===== src/hw/rtl/tint_pkg.sv =====
// Shared types, widths and constants for the three-way tonal tint block.
// Holds the pixel and result beat structs, the derived configuration struct
// and the reciprocal table for the smoothstep edge span. No dependencies.
package tint_pkg;

  localparam int PIXEL_WIDTH = 16;
  localparam int OUT_W       = PIXEL_WIDTH - 1;
  localparam int TINT_W      = 16;
  localparam int TINT_REG_W  = 3 * TINT_W;

  localparam int APB_AW = 6;
  localparam int APB_DW = 64;
  localparam int REG_W  = 3;

  localparam logic [REG_W-1:0] REG_SHADOW    = 3'd0;
  localparam logic [REG_W-1:0] REG_MIDTONE   = 3'd1;
  localparam logic [REG_W-1:0] REG_HIGHLIGHT = 3'd2;
  localparam logic [REG_W-1:0] REG_GLOBAL    = 3'd3;
  localparam logic [REG_W-1:0] REG_BALANCE   = 3'd4;
  localparam logic [REG_W-1:0] REG_SOFTNESS  = 3'd5;

  localparam int BAL_W    = 8;
  localparam int SOFT_W   = 7;
  localparam int BAL_MAX  = 100;
  localparam int SOFT_MAX = 100;
  localparam int SOFT_BASE = 20;

  // Q16 fixed point: 1.0 = 65536.
  localparam int FRAC_W   = 16;
  localparam int Q16_ONE  = 65536;
  localparam int PIVOT_LO = 19661;
  localparam int PIVOT_HI = 45875;

  // Rec.709 luma in Q0.16.
  localparam int LUMA_W = 17;
  localparam logic signed [LUMA_W-1:0] LUMA_R = 17'sd13933;
  localparam logic signed [LUMA_W-1:0] LUMA_G = 17'sd46872;
  localparam logic signed [LUMA_W-1:0] LUMA_B = 17'sd4731;
  localparam int LUMA_SHIFT = 12;

  // Constant division by multiplication with a rounded-up reciprocal.
  localparam int SHNUM_W  = 24;
  localparam int DIV1K_W  = 25;
  localparam int DIV1K_SH = 34;
  localparam logic [DIV1K_W-1:0] DIV1K_M = 25'd17179870;
  localparam int SHIFT_MUL_LSB = 15;
  localparam int SHIFT_ROUND   = 500;

  localparam int HWNUM_W  = 21;
  localparam int DIV100_W = 24;
  localparam int DIV100_SH = 30;
  localparam logic [DIV100_W-1:0] DIV100_M = 24'd10737419;
  localparam int HW_MUL_LSB = 14;
  localparam int HW_ROUND   = 50;

  localparam int SHIFT_W = 15;
  localparam int HALFW_W = 15;
  localparam int EDGE_W  = 17;
  localparam int RECIP_W = 20;

  // Datapath widths.
  localparam int LPROD_W = PIXEL_WIDTH + LUMA_W;
  localparam int LSUM_W  = LPROD_W + 2;
  localparam int Y_W     = PIXEL_WIDTH + 4;
  localparam int DIFF_W  = Y_W + 1;
  localparam int D_W     = Y_W;
  localparam int M_W     = D_W + RECIP_W;
  localparam int T_W     = FRAC_W + 1;
  localparam int TT_W    = 2 * FRAC_W + 1;
  localparam int K_W     = FRAC_W + 2;
  localparam int P_W     = 3 * FRAC_W + 1;
  localparam int WPROD_W = T_W + 1 + TINT_W;
  localparam int ACC_W   = PIXEL_WIDTH + 19;
  localparam int RQ_W    = ACC_W - 1 - FRAC_W;

  typedef struct packed {
    logic signed [PIXEL_WIDTH-1:0] red_in;
    logic signed [PIXEL_WIDTH-1:0] green_in;
    logic signed [PIXEL_WIDTH-1:0] blue_in;
    logic [PIXEL_WIDTH-1:0]        alpha_in;
  } tint_in_t;

  typedef struct packed {
    logic [OUT_W-1:0]       red_out;
    logic [OUT_W-1:0]       green_out;
    logic [OUT_W-1:0]       blue_out;
    logic [PIXEL_WIDTH-1:0] alpha_out;
  } tint_out_t;

  typedef struct packed {
    logic [TINT_REG_W-1:0]    shadow_tint;
    logic [TINT_REG_W-1:0]    midtone_tint;
    logic [TINT_REG_W-1:0]    highlight_tint;
    logic [TINT_REG_W-1:0]    global_tint;
    logic signed [EDGE_W-1:0] lo_start;
    logic signed [EDGE_W-1:0] hi_start;
    logic [RECIP_W-1:0]       recip;
  } tint_cfg_t;

  // round(200 * 65536 / (20 + softness)) for softness 0 to 100.
  localparam logic [RECIP_W-1:0] RECIP_TABLE [0:SOFT_MAX] = '{
    20'd655360, 20'd624152, 20'd595782, 20'd569878, 20'd546133,
    20'd524288, 20'd504123, 20'd485452, 20'd468114, 20'd451972,
    20'd436907, 20'd422813, 20'd409600, 20'd397188, 20'd385506,
    20'd374491, 20'd364089, 20'd354249, 20'd344926, 20'd336082,
    20'd327680, 20'd319688, 20'd312076, 20'd304819, 20'd297891,
    20'd291271, 20'd284939, 20'd278877, 20'd273067, 20'd267494,
    20'd262144, 20'd257004, 20'd252062, 20'd247306, 20'd242726,
    20'd238313, 20'd234057, 20'd229951, 20'd225986, 20'd222156,
    20'd218453, 20'd214872, 20'd211406, 20'd208051, 20'd204800,
    20'd201649, 20'd198594, 20'd195630, 20'd192753, 20'd189959,
    20'd187246, 20'd184608, 20'd182044, 20'd179551, 20'd177124,
    20'd174763, 20'd172463, 20'd170223, 20'd168041, 20'd165914,
    20'd163840, 20'd161817, 20'd159844, 20'd157918, 20'd156038,
    20'd154202, 20'd152409, 20'd150657, 20'd148945, 20'd147272,
    20'd145636, 20'd144035, 20'd142470, 20'd140938, 20'd139438,
    20'd137971, 20'd136533, 20'd135126, 20'd133747, 20'd132396,
    20'd131072, 20'd129774, 20'd128502, 20'd127254, 20'd126031,
    20'd124830, 20'd123653, 20'd122497, 20'd121363, 20'd120250,
    20'd119156, 20'd118083, 20'd117029, 20'd115993, 20'd114975,
    20'd113976, 20'd112993, 20'd112027, 20'd111078, 20'd110145,
    20'd109227
  };

endpackage


===== src/hw/rtl/tint_regs.sv =====
// Configuration registers behind the APB-style port, plus the two register
// stages that turn balance and softness into edge starts and the reciprocal.
// Depends on tint_pkg.
module tint_regs import tint_pkg::*; (
  input  logic              clk,
  input  logic              rst,
  input  logic              psel,
  input  logic              penable,
  input  logic              pwrite,
  input  logic [APB_AW-1:0] paddr,
  input  logic [APB_DW-1:0] pwdata,
  output logic [APB_DW-1:0] prdata,
  output logic              pready,
  output tint_cfg_t         cfg
);

  logic [TINT_REG_W-1:0] shadow_tint;
  logic [TINT_REG_W-1:0] midtone_tint;
  logic [TINT_REG_W-1:0] highlight_tint;
  logic [TINT_REG_W-1:0] global_tint;
  logic [BAL_W-1:0]      pivot_balance;
  logic [SOFT_W-1:0]     edge_softness;

  logic              wr_en;
  logic [REG_W-1:0]  reg_idx;

  logic signed [BAL_W-1:0]  bal_s;
  logic                     bal_neg;
  logic [SOFT_W-1:0]        bal_mag;
  logic [SOFT_W+1:0]        bal_x3;
  logic [SHNUM_W-1:0]       shift_num;
  logic [SHNUM_W+DIV1K_W-1:0] shift_prod;
  logic [SHIFT_W-1:0]       shift_mag;
  logic [SOFT_W-1:0]        soft_c;
  logic [SOFT_W-1:0]        soft_span;
  logic [HWNUM_W-1:0]       hw_num;
  logic [HWNUM_W+DIV100_W-1:0] hw_prod;

  logic signed [SHIFT_W-1:0] shift_q;
  logic [HALFW_W-1:0]        halfw_q;
  logic [RECIP_W-1:0]        recip_q;
  logic signed [EDGE_W-1:0]  lo_start;
  logic signed [EDGE_W-1:0]  hi_start;

  assign pready  = 1'b1;
  assign wr_en   = psel && penable && pwrite;
  assign reg_idx = paddr[APB_AW-1:3];

  always_ff @(posedge clk) begin
    if (rst) begin
      shadow_tint    <= '0;
      midtone_tint   <= '0;
      highlight_tint <= '0;
      global_tint    <= '0;
      pivot_balance  <= '0;
      edge_softness  <= '0;
    end else if (wr_en) begin
      unique case (reg_idx)
        REG_SHADOW:    shadow_tint    <= pwdata[TINT_REG_W-1:0];
        REG_MIDTONE:   midtone_tint   <= pwdata[TINT_REG_W-1:0];
        REG_HIGHLIGHT: highlight_tint <= pwdata[TINT_REG_W-1:0];
        REG_GLOBAL:    global_tint    <= pwdata[TINT_REG_W-1:0];
        REG_BALANCE:   pivot_balance  <= pwdata[BAL_W-1:0];
        REG_SOFTNESS:  edge_softness  <= pwdata[SOFT_W-1:0];
        default: begin
        end
      endcase
    end
  end

  always_comb begin
    unique case (reg_idx)
      REG_SHADOW:    prdata = APB_DW'(shadow_tint);
      REG_MIDTONE:   prdata = APB_DW'(midtone_tint);
      REG_HIGHLIGHT: prdata = APB_DW'(highlight_tint);
      REG_GLOBAL:    prdata = APB_DW'(global_tint);
      REG_BALANCE:   prdata = APB_DW'(pivot_balance);
      REG_SOFTNESS:  prdata = APB_DW'(edge_softness);
      default:       prdata = '0;
    endcase
  end

  // Balance is clamped to +-100 and scaled by 98.304 with rounding away from
  // zero; the half-width is round((20 + softness) * 163.84).
  always_comb begin
    bal_s = $signed(pivot_balance);
    if (bal_s > $signed(BAL_W'(BAL_MAX))) begin
      bal_s = $signed(BAL_W'(BAL_MAX));
    end else if (bal_s < -$signed(BAL_W'(BAL_MAX))) begin
      bal_s = -$signed(BAL_W'(BAL_MAX));
    end
    bal_neg    = bal_s[BAL_W-1];
    bal_mag    = bal_neg ? SOFT_W'(-bal_s) : SOFT_W'(bal_s);
    bal_x3     = (SOFT_W+2)'({bal_mag, 1'b0}) + (SOFT_W+2)'(bal_mag);
    shift_num  = SHNUM_W'({bal_x3, SHIFT_MUL_LSB'(0)}) + SHNUM_W'(SHIFT_ROUND);
    shift_prod = shift_num * DIV1K_M;
    shift_mag  = shift_prod[DIV1K_SH+SHIFT_W-1:DIV1K_SH];

    soft_c    = (edge_softness > SOFT_W'(SOFT_MAX)) ? SOFT_W'(SOFT_MAX) : edge_softness;
    soft_span = soft_c + SOFT_W'(SOFT_BASE);
    hw_num    = HWNUM_W'({soft_span, HW_MUL_LSB'(0)}) + HWNUM_W'(HW_ROUND);
    hw_prod   = hw_num * DIV100_M;
  end

  always_ff @(posedge clk) begin
    shift_q  <= bal_neg ? -$signed(shift_mag) : $signed(shift_mag);
    halfw_q  <= hw_prod[DIV100_SH+HALFW_W-1:DIV100_SH];
    recip_q  <= RECIP_TABLE[soft_c];
    lo_start <= EDGE_W'(PIVOT_LO) + EDGE_W'(shift_q) - EDGE_W'(halfw_q);
    hi_start <= EDGE_W'(PIVOT_HI) + EDGE_W'(shift_q) - EDGE_W'(halfw_q);
  end

  always_comb begin
    cfg.shadow_tint    = shadow_tint;
    cfg.midtone_tint   = midtone_tint;
    cfg.highlight_tint = highlight_tint;
    cfg.global_tint    = global_tint;
    cfg.lo_start       = lo_start;
    cfg.hi_start       = hi_start;
    cfg.recip          = recip_q;
  end

endmodule


===== config.mk =====
export PLATFORM = sky130hd
export DESIGN_NAME = tint_regs
export DESIGN_NICKNAME = d
export VERILOG_FILES = /design/src/hw/rtl/tint_pkg.sv /design/src/hw/rtl/tint_regs.sv
export SDC_FILE = /design/constraint.sdc
export NUM_CORES = 1
export LEC_CHECK = 0
export BUFFER_PORTS_ARGS = -buffer_cell sky130_fd_sc_hd__buf_4
export CAP_MARGIN = 10
export CELL_PAD_IN_SITES_DETAIL_PLACEMENT = 1
export CELL_PAD_IN_SITES_GLOBAL_PLACEMENT = 1
export CORE_ASPECT_RATIO = 1.25
export CORE_MARGIN = 8
export CORE_UTILIZATION = 44
export CTS_BUF_LIST = sky130_fd_sc_hd__clkbuf_8
export DETAILED_ROUTE_END_ITERATION = 16
export PLACE_DENSITY_LB_ADDON = 0.1
export SLEW_MARGIN = 20
export SYNTH_ARGS = -nofsm -noshare
export SYNTH_HDL_FRONTEND = slang
export SYNTH_SLANG_ARGS = --single-unit
export TNS_END_PERCENT = 10

===== constraint.sdc =====
create_clock -name clk -period 10.7 [get_ports clk]
set_input_delay 0 -clock clk [delete_from_list [all_inputs] [get_ports clk]]
set_output_delay 0 -clock clk [all_outputs]
set_load 0.1 [all_outputs]

# [Word level (Yosys, flattened, before mapping)]
# Memories as Yosys holds them, arrays and structs flattened. A register that Yosys moved wholly into a read port is not among the register bits.
# Index checks and enable logic that the tools add are counted.
# W data, S select, Z words.
[classes] reduce_logical=9 shift=0 n_lt_le_gt_ge=3 mux=6 eq_ne=5 mul=2 div_mod_pow=0 addsub=10 bitwise_logic=1
[ops] cell="$pmux W48 S6" n=1
[ops] cell="$mul A24 B24 Y48 const B" n=1
[ops] cell="$mul A21 B24 Y45 const B" n=1
[ops] cell="$sub A17 B15 Y17" n=2
[ops] cell="$add A24 B9 Y24 const B" n=1
[ops] cell="$add A21 B6 Y21 const B" n=1
[ops] cell="$add A16 B15 Y17 const A" n=1
[ops] cell="$add A16 B17 Y17 const A" n=1
[ops] cell="$mux W8" n=2
[ops] cell="$mux W15" n=1
[ops] cell="$neg A15 Y15" n=1
[ops] cell="$mux W7" n=2
[ops] cell="$reduce_and A2 Y1" n=6
[ops] cell="$add A8 B7 Y9" n=1
[ops] cell="$gt A8 B8 Y1 const B" n=1
[ops] cell="$lt A8 B8 Y1 const B" n=1
[ops] cell="$not A7 Y8" n=1
[ops] cell="$add A7 B5 Y7 const B" n=1
[ops] cell="$gt A7 B7 Y1 const B" n=1
[ops] cell="$neg A7 Y7" n=1
[ops] cell="$eq A3 B2 Y1 const B" n=2
[ops] cell="$eq A3 B3 Y1 const B" n=2
[ops] cell="$eq A3 B1 Y1 const B" n=1
[ops] cell="$logic_not A3 Y1" n=1
[ops] cell="$logic_and A1 B1 Y1" n=2
[totals] out_inout_bits=311 memories=1 mem_bits_ro=2560 inputBits=75 latchBits=0 ramBits=0 regBits=271
[memory_table] memory="(no name shown)" depth=128 word_bits=20 rd=1 rd_ports_with_merged_regs=1 write_ports=0 line_no="tint_regs.sv:108" rtl="recip_q <= RECIP_TABLE[soft_c];"

# [Depth between registers and ports, before layout]
# Gate-level depths: netlist of the first run.
[depth] word_depth=10 depth_mapped=44 mapped_depth_nobuf=43

# [Worst setup path after synthesis of the first run]
# OpenSTA, ideal clock, no wires.
[synth_timing] path_kind="flip-flop to flip-flop" startpoint="register pivot_balance[3]" endpoint="register shift_q[14]" synth_period_minus_slack_ns=9.583 path_slack_ns=1.117 t_required_ns=10.575 arrival_ns=9.458 path_stages_with_launch=41 n_path_buf=1 path_cell_list="dfxtp_1 clkbuf_1 a311o_1 nand2_1 ha_1 or3b_2 ha_1 nand2b_1 mux2i_1 ha_1 inv_1 fa_1 inv_1 a21oi_1 o21bai_1 a21o_1 a21o_1 xnor2_1 [... 5 more ...] ha_1 fa_1 fa_1 inv_1 fa_1 inv_1 ha_1 a211oi_2 o21ai_1 a211o_1 o2111a_1 a311oi_4 ha_1 o211ai_1 a211oi_1 nor4b_1 a31oi_1 xor2_1"
[synth_between] elab_chain_len=10 word_cells_on_any_way=11 classes_between="add/sub (4); mul (1); order compare (2); mux (4)"
[synth_lines] item="from (decl)" line_no="tint_regs.sv:21" rtl="logic [BAL_W-1:0] pivot_balance;"
[synth_lines] item="from (signal assigned)" line_no="tint_regs.sv:63" rtl="REG_BALANCE: pivot_balance <= pwdata[BAL_W-1:0];"
[synth_lines] item="$lt A8 B8 Y1" line_no="tint_regs.sv:89" rtl="end else if (bal_s < -$signed(BAL_W'(BAL_MAX))) begin"
[synth_lines] item="$mux W8" line_no="tint_regs.sv:89"
[synth_lines] item="$mux W8 (*)" line_no="tint_regs.sv:87" rtl="if (bal_s > $signed(BAL_W'(BAL_MAX))) begin"
[synth_lines] item="$neg A7 Y7" line_no="tint_regs.sv:93" rtl="bal_mag = bal_neg ? SOFT_W'(-bal_s) : SOFT_W'(bal_s);"
[synth_lines] item="$mux W7" line_no="tint_regs.sv:93"
[synth_lines] item="$add A8 B7 Y9" line_no="tint_regs.sv:94" rtl="bal_x3 = (SOFT_W+2)'({bal_mag, 1'b0}) + (SOFT_W+2)'(bal_mag);"
[synth_lines] item="$add A24 B9 Y24" line_no="tint_regs.sv:95" rtl="shift_num = SHNUM_W'({bal_x3, SHIFT_MUL_LSB'(0)}) + SHNUM_W'(SHIFT_ROUND);"
[synth_lines] item="$mul A24 B24 Y48" line_no="tint_regs.sv:96" rtl="shift_prod = shift_num * DIV1K_M;"
[synth_lines] item="$neg A15 Y15" line_no="tint_regs.sv:106" rtl="shift_q <= bal_neg ? -$signed(shift_mag) : $signed(shift_mag);"
[synth_lines] item="$mux W15 (*)" line_no="tint_regs.sv:106"
[synth_lines] item="to (signal assigned)" line_no="tint_regs.sv:106"
[synth_lines] item="to (decl)" line_no="tint_regs.sv:39" rtl="logic signed [SHIFT_W-1:0] shift_q;"
# Mark *: on every way between the ends. The rest lies on a longest branch, timed or not.
# A chain may end at the register's enable or synchronous reset.

# [Final worst setup path of the first run]
[layout_timing] startpoint="register pivot_balance[3]" endpoint="register shift_q[11]"
# The elaborated chain is that of the path after synthesis.

==> results by group, run 1 <==
Outcome
  • Status: complete, no violations

Floorplanning
  • Starting Density: 0.446
  • # IOs: 386
  • Row count: 94
  • Core area: 52700 µm²
  • DIE AREA: 61200 µm²
  • Die width: 223 µm
  • Die Y-Extent: 275 µm

Detailed routing
  • Wire length per cell: 23.0 µm
  • Drt drc: 0
  • Via Count: 23200
  • Post-DR vias/cell: 5.78
  • WL final: 92200 µm
  • 1st-pass router iterations: 8
  • Initial DRC count: 1306
  • Routed Antenna Nets: 0

Clock network
  • Max Root-Sink Buffers: 3
  • Setup Buffers After CTS: 0
  • TritonCTS clock tree: yes
  • H-tree levels: 2
  • Skew-Pair Late Insertion Delay: 0.67 ns
  • TritonCTS Sinks: 290
  • Num CTS Buffers: 50
  • Root Buffer: clkbuf_8
  • Clk pin slew, worst setup/hold paths: 0.07 ns

STA
  • Final setup margin: 0.454 ns
  • Final critical-path share of the clock period: 0.958
  • Final Max Tran Viols: 0
  • Worst slew margin: 0.287
  • Tightest Pin Transition: 1.07 ns
  • Fmax: 0.0976 GHz
  • Total negative slack: 0 ns
  • Final Setup Violations: 0
  • Min cycle time layout: 10.25 ns
  • RSZ-0062 raised after global routing: false
  • Post-Route Skew: 0.0496 ns
  • Hold Vio Cnt, Final: 0

Critical path
  • Kind of critical path: reg2reg
  • Max incr delay on CP: 0.56 ns
  • CP Capture Type: flip-flop
  • Worst EP required: 11.25 ns
  • R2r setup slk: 0.45 ns
  • CP Data Arrival Time: 10.80 ns
  • Crit-path max FO: 8
  • Slowest CP cell: or4_4
  • Worst Setup Start Kind: flip-flop
  • Crit-path most repeated cell: inv_1

GRT
  • Largest net degree at the start of global routing: 135
  • First-pass GRT wire length: 143000 µm
  • Initial antenna violation count: 3
  • Vias in the first global route: 25200
  • GRT Util Overall: 0.291
  • Grt total ovfl: 0

Logic synthesis
  • Synthesized area per cell: 7.96 µm²
  • Syn Inst Count: 2957
  • Number of enable flip-flop cells after synthesis: 0
  • Async set-reset flop share out of synthesis: 0
  • Synth top cells by count: 542 x nand2_1, 386 x ha_1, 321 x inv_1
  • Yosys top cell by area: dfxtp_1
  • Synth Flop Type: dfxtp_1
  • Netlist cell types: 88
  • Synth top area share: 0.247
  • Synth area leaders: dfxtp_1 25%, ha_1 21%, nand2_1 8.6%
  • Seq/Total Area, Yosys: 0.247
  • Post-Syn Area: 23500 µm²
  • Most frequent cell after synthesis: nand2_1
  • Synthesized flop and latch total: 290
  • Synth warn: 0

Placed design
  • Placed wire-length estimate: 69500 µm
  • Placer Congestion: 0.932
  • Port-buffer cells: 349
  • Setup WS pre-CTS: 0.270 ns

Pwr
  • Clk network pwr share: 0.293
  • Pwr Density: 119 nW/µm²
  • Switching pwr: 1400 µW
  • Combinational share of power: 0.358
  • Internal Dissipation: 1980 µW
  • Worst VDD drop: 0.000213 V
  • Cell leakage power: 0.0139 µW
  • Flop pwr share: 0.350
  • Switch share: 0.415

Final layout
  • Share of layout cells above drive strength 1: 0.156
  • Synthesis-to-finish area growth: 20.2%
  • Fillers: 6461
  • Final net count: 3847

Run
  • MaxCap Viol Count: 0

Worst hold path
  • HP Class: in2reg
-- metal layers --
layer  wire, µm  track usage  up-vias  part of all wire
li1           -            -    10700                 -
met1      35100        0.321    11500              0.38
met2      47400        0.541      753              0.51
met3       5970       0.0602      212             0.065
met4       3610        0.118        4             0.039
met5         26            0        -           0.00028
-- flip-flops by register name, summed over array words and instances, names as in the netlist --
register / cells
hi_start: 17
pivot_balance: 8
lo_start: 16
highlight_tint: 48
recip_q: 20
shift_q: 15
global_tint: 48
edge_softness: 7
halfw_q: 15
midtone_tint: 48
shadow_tint: 48
-- critical path: cells and delay by family, from the launching register on --
family	cells	cell delay [ns]
buf+inv	9	0.70
compound gates	11	2.41
simple gates	5	1.53
flops	1	0.38
xor+xnor	3	0.49
fa+ha+maj	12	4.38
mux	1	0.21
-- power by group through the flow --
stage                     clock (µW)  sequential, µW  combinational (µW)
after CTS                       1020            1180                1210
final                            989            1180                1210
after global placement             0            1200                1150
after detailed placement           0            1210                1180
after floorplan                    0            1580                 510
after global routing            1070            1190                1290
-- placed cells by master, fill, tap and decap left out, types with 28 or more instances in the layout --
| cell | n |
|---|---|
| nand2_1 | 538 |
| buf_4 | 390 |
| ha_1 | 386 |
| inv_1 | 338 |
| a21oi_1 | 316 |
| dfxtp_1 | 290 |
| nor2_1 | 140 |
| o21ai_0 | 108 |
| a22oi_1 | 87 |
| fa_1 | 85 |
| xnor2_1 | 58 |
| dlygate4sd3_1 | 57 |
| clkbuf_8 | 54 |
| a21o_1 | 33 |
| nor3_1 | 29 |
| a211oi_1 | 28 |
-- area by class of cell --
class	count	area, µm²	share of cell area
antenna	1	2.50	0.0000885
tap	672	841	0.0297
clock buffer	54	743	0.0263
sequential	290	5810	0.205
inverter	323	1210	0.0429
timing repair buffer	449	3540	0.125
multi-input combinational	2187	15900	0.564
clock inverter	33	195	0.00690
-- cells by family (layout without fill, tap and decap cells) --
logic type | Yosys count | in the layout | share of synthesized area
adder cells (fa/ha/maj) | 471 | 471 | 0.278
multiplexers | 35 | 35 | 0.0167
XOR/XNOR | 82 | 82 | 0.0305
buffers and inverters | 495 | 859 | 0.0823
flip-flops | 290 | 290 | 0.247
other | 2 | 18 | 0.000319
AO/OA/AOI/OAI | 740 | 740 | 0.195
AND/OR/NAND/NOR | 842 | 842 | 0.151
-- metrics by stage --
stage	instances	hold slack, ns	util	area [µm²]	total power [µW]
finish	4009	0.0769	0.537	28300	3380
global route	4008	0.113	0.536	28300	3540
CTS	4007	0.0335	0.535	28200	3410
detailed placement	3863	0.280	0.507	26700	2390
global placement	3863	0.274	0.507	26700	2350
floorplan	2972	0.136	-	23600	2090
-- final timing paths --
check	depth (start not counted)	end	start
setup / recovery	41	shift_q[11]	pivot_balance[3]
hold reg to reg	2	global_tint[42]	global_tint[42]
setup reg to reg	41	shift_q[11]	pivot_balance[3]
hold / removal	5	pivot_balance[2]	paddr[4]
-- repair_timing --
action,in CTS,in global routing
hold buffers,57,0
hold endpoints to repair,207,0
endpoints found under the setup margin,0,6
gates resized for setup,0,7
Note: power is estimated with default switching activity, not from simulation.
==> run 2, diff against run 1 <==
--- a/config.mk
+++ b/config.mk
@@ -9,7 +9,7 @@
 export CAP_MARGIN = 10
 export CELL_PAD_IN_SITES_DETAIL_PLACEMENT = 1
 export CELL_PAD_IN_SITES_GLOBAL_PLACEMENT = 1
-export CORE_ASPECT_RATIO = 1.25
+export CORE_ASPECT_RATIO = 1.1
 export CORE_MARGIN = 8
 export CORE_UTILIZATION = 44
 export CTS_BUF_LIST = sky130_fd_sc_hd__clkbuf_8
==> run 2 against run 1 <==
Against the previous run: maximum frequency up 0.51%; sequential cell count unchanged; worst hold slack worse by 0.032 ns; via count down 0.29%; design area up 0.20%; largest cell class unchanged; core utilization down 0.43 points; sequential share of layout area about the same.
==> results by group, run 2 (synthesized netlist as in run 1, its figures left out) <==
Outcome
  • Status: complete, no violations

Critical path
  • Crit-path most repeated cell: inv_1
  • Crit-path max FO: 8 (unchanged)
  • CP Capture Type: flip-flop
  • Max incr delay on CP: 0.57 ns (about the same)
  • CP endpoint: shift_q[11]
  • Kind of critical path: reg2reg
  • Worst EP required: 11.26 ns (about the same)
  • CP Data Arrival Time: 10.76 ns (-0.04 ns)
  • Crit path launch: pivot_balance[3]
  • CP Depth: 41 (unchanged)
  • Reg-to-Reg Start: pivot_balance[3]
  • Top delay family on crit path: adder cells
  • Slowest CP cell: or4_4
  • RR Endpoint: shift_q[11]
  • FF-to-FF path depth: 41 (unchanged)
  • R2r setup slk: 0.51 ns (+0.05 ns)
  • CP Buf/Inv Count: 9 (unchanged)
  • Worst Setup Start Kind: flip-flop

GRT
  • GRT Util Overall: 0.289 (-0.00235)
  • Largest net degree at the start of global routing: 110 (-19%)
  • Initial antenna violation count: 8 (+5)
  • Grt total ovfl: 0 (unchanged)
  • First-pass GRT wire length: 142000 µm (-0.46%)
  • Vias in the first global route: 25000 (-0.91%)

STA
  • Final setup margin: 0.506 ns (+0.0516 ns)
  • Fmax: 0.0981 GHz (+0.51%)
  • Final critical-path share of the clock period: 0.953 (-0.00482)
  • RSZ-0062 raised after global routing: false
  • Min cycle time layout: 10.19 ns (-0.0516 ns)
  • Hold Vio Cnt, Final: 0 (unchanged)
  • Tightest Pin Transition: 1.08 ns (+0.0141 ns)
  • Post-Route Skew: 0.0375 ns (-0.0120 ns)
  • Total negative slack: 0 ns (unchanged)
  • Final Setup Violations: 0 (unchanged)
  • Worst slew margin: 0.278 (-0.00943)
  • Hold_ws: 0.0449 ns (-0.0320 ns)
  • Final Max Tran Viols: 0 (unchanged)

Detailed routing
  • Highest routing layer actually used: met5
  • WL final: 91600 µm (-0.57%)
  • Metal2 WL: 46300 µm (-2.3%)
  • Met3 WL: 5770 µm (-3.3%)
  • 1st-pass router iterations: 5 (-3)
  • Routed Antenna Nets: 0 (unchanged)
  • Post-DR vias/cell: 5.74 (-0.67%)
  • Initial DRC count: 1437 (+10%)
  • Via Count: 23100 (-0.29%)
  • Wire length per cell: 22.8 µm (-0.94%)
  • WL met1: 36300 µm (+3.3%)
  • Drt drc: 0 (unchanged)

Floorplanning
  • Core area: 53200 µm² (+1.0%)
  • Die Y-Extent: 259 µm (-5.8%)
  • Row count: 89 (-5.3%)
  • Starting Density: 0.442 (-0.00451)
  • # IOs: 386 (unchanged)
  • DIE AREA: 61100 µm² (about the same)
  • Die width: 236 µm (+6.1%)

Pwr
  • Worst VDD drop: 0.000237 V (+11%)
  • PnR Total Power: 3420 µW (+1.4%)
  • Pwr Density: 121 nW/µm² (+1.2%)
  • Cell leakage power: 0.0139 µW (+0.10%)

Clock network
  • TritonCTS clock tree: yes
  • Root Buffer: clkbuf_8
  • Max Root-Sink Buffers: 3 (unchanged)
  • Skew-Pair Late Insertion Delay: 0.66 ns (about the same)
  • Num CTS Buffers: 52 (+4.0%)
  • H-tree levels: 2 (unchanged)
  • Clk pin slew, worst setup/hold paths: 0.06 ns (about the same)
  • TritonCTS Sinks: 290 (unchanged)

Placed design
  • Port-buffer cells: 349 (unchanged)
  • Placed inst area: 26700 µm² (about the same)
  • Placer Congestion: 0.926 (-0.62%)
  • Setup WS pre-CTS: 0.300 ns (+0.0305 ns)
  • Placed wire-length estimate: 69000 µm (-0.70%)

Final layout
  • Post-layout instance area: 28300 µm² (+0.20%)
  • Synthesis-to-finish area growth: 20.4%
  • Share of layout cells above drive strength 1: 0.158 (+0.00230)
  • Commonest non-fill, non-tap cell in the layout: nand2_1
  • Final net count: 3845 (-0.052%)
  • Highest-count cells in the layout ignoring fill and taps: 538 x nand2_1, 390 x buf_4, 386 x ha_1

Worst hold path
  • HP Class: in2reg

Run
  • MaxCap Viol Count: 0 (unchanged)
## run 2: final cells by class
| type | count | area, µm² |
|---|---|---|
| fillers | 6530 | 24900 |
| multi-input cells | 2187 | 15900 |
| flip-flops and latches | 290 | 5810 |
| repair buffers | 445 | 3480 |
| inverters | 323 | 1210 |
| well taps | 682 | 853 |
| clock buffers | 60 | 826 |
| clock inverters | 33 | 210 |
| diodes | 4 | 10.0 |
## run 2: how the worst min path moves through the flow
| stage | from | endpoint | slack, ns | cells after the start |
|---|---|---|---|---|
| 2_1_floorplan | pwdata[0] | global_tint[0] | 0.14 | 2 |
| 3_3_place_gp | pwdata[11] | shadow_tint[11] | 0.27 | 3 |
| 3_5_place_dp | pwdata[19] | shadow_tint[19] | 0.28 | 3 |
| 4_1_cts | paddr[3] | highlight_tint[1] | 0.01 | 4 |
| 5_1_grt | pwrite | midtone_tint[45] | 0.08 | 6 |
| 6_report | paddr[3] | highlight_tint[1] | 0.04 | 4 |
## run 2: power by group
| part | internal [µW] | total [µW] | switching (µW) | leakage [µW] |
|---|---|---|---|---|
| Sequential | 1150 | 1180 | 32.6 | 0.00235 |
| Clock | 544 | 1060 | 515 | 0.000591 |
| Combinational | 344 | 1180 | 839 | 0.0109 |
| Total | 2040 | 3420 | 1390 | 0.0139 |
## run 2: per-stage QoR
stage / instances / util
2_1_floorplan: 2972 / -
3_3_place_gp: 3871 / 0.501
6_report: 4024 / 0.532
5_1_grt: 4022 / 0.532
3_5_place_dp: 3871 / 0.501
4_1_cts: 4018 / 0.531
## run 2: tightest hold or removal path, cell delays in order
cell,delay [ns]
buf_4,0.36
nor3_2,0.17
nand2_1,0.08
a21oi_1,0.05
## run 2: timing repair
action                                  CTS  global route
endpoints found under the setup margin    0             9
buffers inserted                          0             2
resized for setup                         0             8
hold buffers                             54             0
hold endpoints to repair                207             0
## run 2: per-layer routing
layer	vias up	track usage
li1	10700	-
met1	11500	0.333
met2	727	0.527
met3	186	0.0585
met4	8	0.102
met5	-	0
